### config.mk
export PLATFORM = sky130hd
export DESIGN_NAME = dlbg_ram
export DESIGN_NICKNAME = d
export VERILOG_FILES = /design/src/hdl/dlbg_ram.sv
export SDC_FILE = /design/constraint.sdc
export NUM_CORES = 1
export LEC_CHECK = 0
export ABC_AREA = 1
export BUFFER_PORTS_ARGS = -buffer_cell sky130_fd_sc_hd__buf_2
export CORE_MARGIN = 2
export CORE_UTILIZATION = 55
export CTS_CLUSTER_SIZE = 28
export DETAILED_ROUTE_END_ITERATION = 10
export PLACE_DENSITY = 0.8
export SLEW_MARGIN = 20
export SYNTH_ARGS = -nofsm -noshare
export SYNTH_HDL_FRONTEND = slang
export SYNTH_SLANG_ARGS = --single-unit
### constraint.sdc
create_clock -name i_clk -period 1 [get_ports i_clk]
set_input_delay 0.1 -clock i_clk [delete_from_list [all_inputs] [get_ports i_clk]]
set_output_delay 0.1 -clock i_clk [all_outputs]
set_load 0.05 [all_outputs]
### src/hdl/dlbg_ram.sv
module dlbg_ram #(
    parameter int WIDTH = 8,
    parameter int DEPTH = 16
) (
    input  logic                     i_clk,
    input  logic                     i_we,
    input  logic [$clog2(DEPTH)-1:0] i_waddr,
    input  logic [WIDTH-1:0]         i_wdata,
    input  logic [$clog2(DEPTH)-1:0] i_raddr,
    output logic [WIDTH-1:0]         o_rdata
);

    logic [WIDTH-1:0] r_mem [DEPTH];
    logic [WIDTH-1:0] r_rdata;

    // Read returns the old contents when the same entry is written at the same edge.
    always_ff @(posedge i_clk) begin
        if (i_we) begin
            r_mem[i_waddr] <= i_wdata;
        end
        r_rdata <= r_mem[i_raddr];
    end

    assign o_rdata = r_rdata;

endmodule

==> metrics.md <==
| Metric | Value |
|---|---|
| Vias in the first global route | `3,973` |
| Status | `finished, violations left` |
| CTS Sinks | `136` |
| Post-synth top area cell | `edfxtp_1` |
| Final Setup Violations | `11` |
| WL per Instance | `19.0 µm` |
| Syn Inst Count | `551` |
| Post-DP Area | `0.00624 mm²` |
| CTS tree | `done` |
| First-pass GRT wire length | `20,800 µm` |
| Layout cells sized above 1 | `0.241` |
| CP top delay family | `flip-flops` |
| Syn. warnings | `0` |
| Overflow after GRT | `0` |
| Routed WL | `14,400 µm` |
| Drt initial violations | `623` |
| H-tree levels | `4` |
| Chip width | `106 µm` |
| TritonRoute pass-1 iters | `6` |
| Initial antenna violation count | `0` |
| RSZ-0062 raised after global routing | `true` |
| Buf/Inv on CP | `1` |
| Top cells by area, synth | `edfxtp_1 67%, nand2_1 11%, nand3_1 8.4%, inv_1 6.5%, dfxtp_1 2.8%` |
| Endpoints failing hold | `0` |
| Fin crit share | `1.15` |
| Post-synth ARST share | `0` |
| Final Net Count | `628` |
| Starting Density | `0.564` |
| Most used DFF post-synth | `edfxtp_1` |
| Die footprint | `0.0113 mm²` |
| Final GP Congestion | `0.884` |
| IO Port Bufs | `25` |
| Final setup TNS | `-0.984 ns` |
| Row count | `37` |
| Vias | `4,253` |
| Max Clock Freq | `871 MHz` |
| Top-count cell post-synth | `nand2_1` |
| Pins Over Slew Limit | `0` |
| I/O pin count | `26` |
| Power density cells | `1920 mW/mm²` |
| Worst Path Max Fanout | `1` |
| Design area | `0.00724 mm²` |
| Clock buffer depth | `2` |
| Setup ws final | `-0.148 ns` |
| DRC | `0` |
| Synthesized flop and latch total | `136` |
| Peak VDD IR | `1.08 mV` |
| Worst-Margin Slew | `0.475 ns` |
| Failing checks | `negative setup slack` |
| Minimum clock period | `1.15 ns` |
| Worst hold path type | `in2reg` |
| Seq/Total Area, Yosys | `0.694` |
| CP max-delay cell | `dfxtp_4` |
| Number of flops mapped to enable cells by yosys | `128` |
| Fillers | `619` |
| Cts bufs inserted | `17` |
| Final design utilization | `0.707` |
| Die Y-Extent | `106 µm` |
| Worst skew pair latency | `0.53 ns` |
| Crit-path cells | `buf_8` |
| Post-synth cell types | `12` |
| Largest net degree at the start of global routing | `65` |
| Largest stage delay, worst path | `0.37 ns` |
| Post-synth top area share | `0.667` |
| Overall power | `0.0139 W` |
| Synth Cell Area | `0.00577 mm²` |
| Ant diodes | `0` |
| Via-to-Cell Ratio | `5.60` |
| Critical Path Sink Type | `primary output` |
| Arrival @ worst endpoint | `1.05 ns` |
| Synthesized area per cell | `10.5 µm²` |
| Root buf cell | `clkbuf_8` |
| Post-synth top cells | `173 x nand2_1, 128 x edfxtp_1, 100 x inv_1` |
| Final ANT Viol Nets | `0` |
| Crit start category | `flip-flop` |
| Core area | `0.0102 mm²` |
| Max Cap Viol | `0` |
| Critical Path RT | `0.90 ns` |
| Slew HR | `0.683` |
| Setup Skew | `0.00922 ns` |
| Syn-to-layout area delta | `25.5%` |
| Crit path kind | `reg2out` |
| Leakage power | `3.14 nW` |
| Post-DP HPWL | `8040 µm` |
| Synthesized net count | `569` |
| Worst-case hold slack | `0.0152 ns` |
| CTS clk-pin slew, worst paths | `0.06 ns` |
| Tot GR Track Use | `0.251` |
placed cells by master, fill, tap and decap left out, types with 10 or more instances in the layout:
| cell type | count |
|---|---|
| buf_4 | 23 |
| nand2_2 | 10 |
| nor2_1 | 14 |
| nand3_2 | 38 |
| nand3_1 | 57 |
| nand2_1 | 163 |
| edfxtp_1 | 128 |
| buf_2 | 17 |
| clkbuf_16 | 16 |
| inv_1 | 96 |
routing by layer:
layer	wire (µm)	global-route usage	up-vias
li1	-	-	1894
met3	1540	0.0515	39
met1	5370	0.333	2021
met2	7010	0.390	299
met4	508	0.137	0
met5	0	0	-
worst register-to-register path, cell delays in order (launching register included):
cell	delay, ns
edfxtp_1	0.37
inv_1	0.08
nand2_1	0.06
nand3_1	0.13
nand3_1	0.11
nand3_1	0.13
nand2_2	0.06
final cells by class:
cell class              count  area [µm²]  share of cell area
clock inverters             9         148              0.0204
clock buffers              23         447              0.0617
well taps                 136         170              0.0235
multi-input cells         289        1460               0.202
repair buffers             64         611              0.0844
inverters                 102         383              0.0529
flip-flops and latches    136        4020               0.555
where the power goes:
group | internal, W | switching [W]
sequential | 0.00638 | 0.0000593
combinational | 0.000403 | 0.000777
clock | 0.00410 | 0.00217
sequential cells by signal, summed over array words and instances, names as in the netlist:
signal   flops
o_rdata      8
r_mem      128
timing repair:
action | 4_1_cts | 5_1_grt
pin swaps | 4 | 19
endpoints found under the setup margin | 12 | 16
hold buffers | 8 | 0
endpoints found under the hold margin | 101 | 0
gates resized for setup | 36 | 51
setup buffers | 0 | 0
path summary, 6_finish.rpt:
path | start | to | slack, ns | cells past startpoint
setup / recovery | o_rdata[0] | o_rdata[0] | -0.15 | 1
setup reg to reg | r_mem[15][0] | o_rdata[0] | -0.05 | 6
hold / removal | i_wdata[0] | r_mem[12][0] | 0.02 | 1
hold reg to reg | r_mem[3][5] | o_rdata[5] | 0.71 | 6
per-stage QoR:
step           setup WS, ns  instances
2_1_floorplan       -0.0508        551
3_3_place_gp         -0.177        719
3_5_place_dp         -0.249        719
4_1_cts              -0.158        759
5_1_grt              -0.160        759
6_report             -0.148        759
cell families after synthesis:
group,after synthesis,share of synthesized area
flops,136,0.694
simple gates,289,0.210
buf+inv,126,0.0952
No activity file was read; power rests on OpenSTA's default activity.
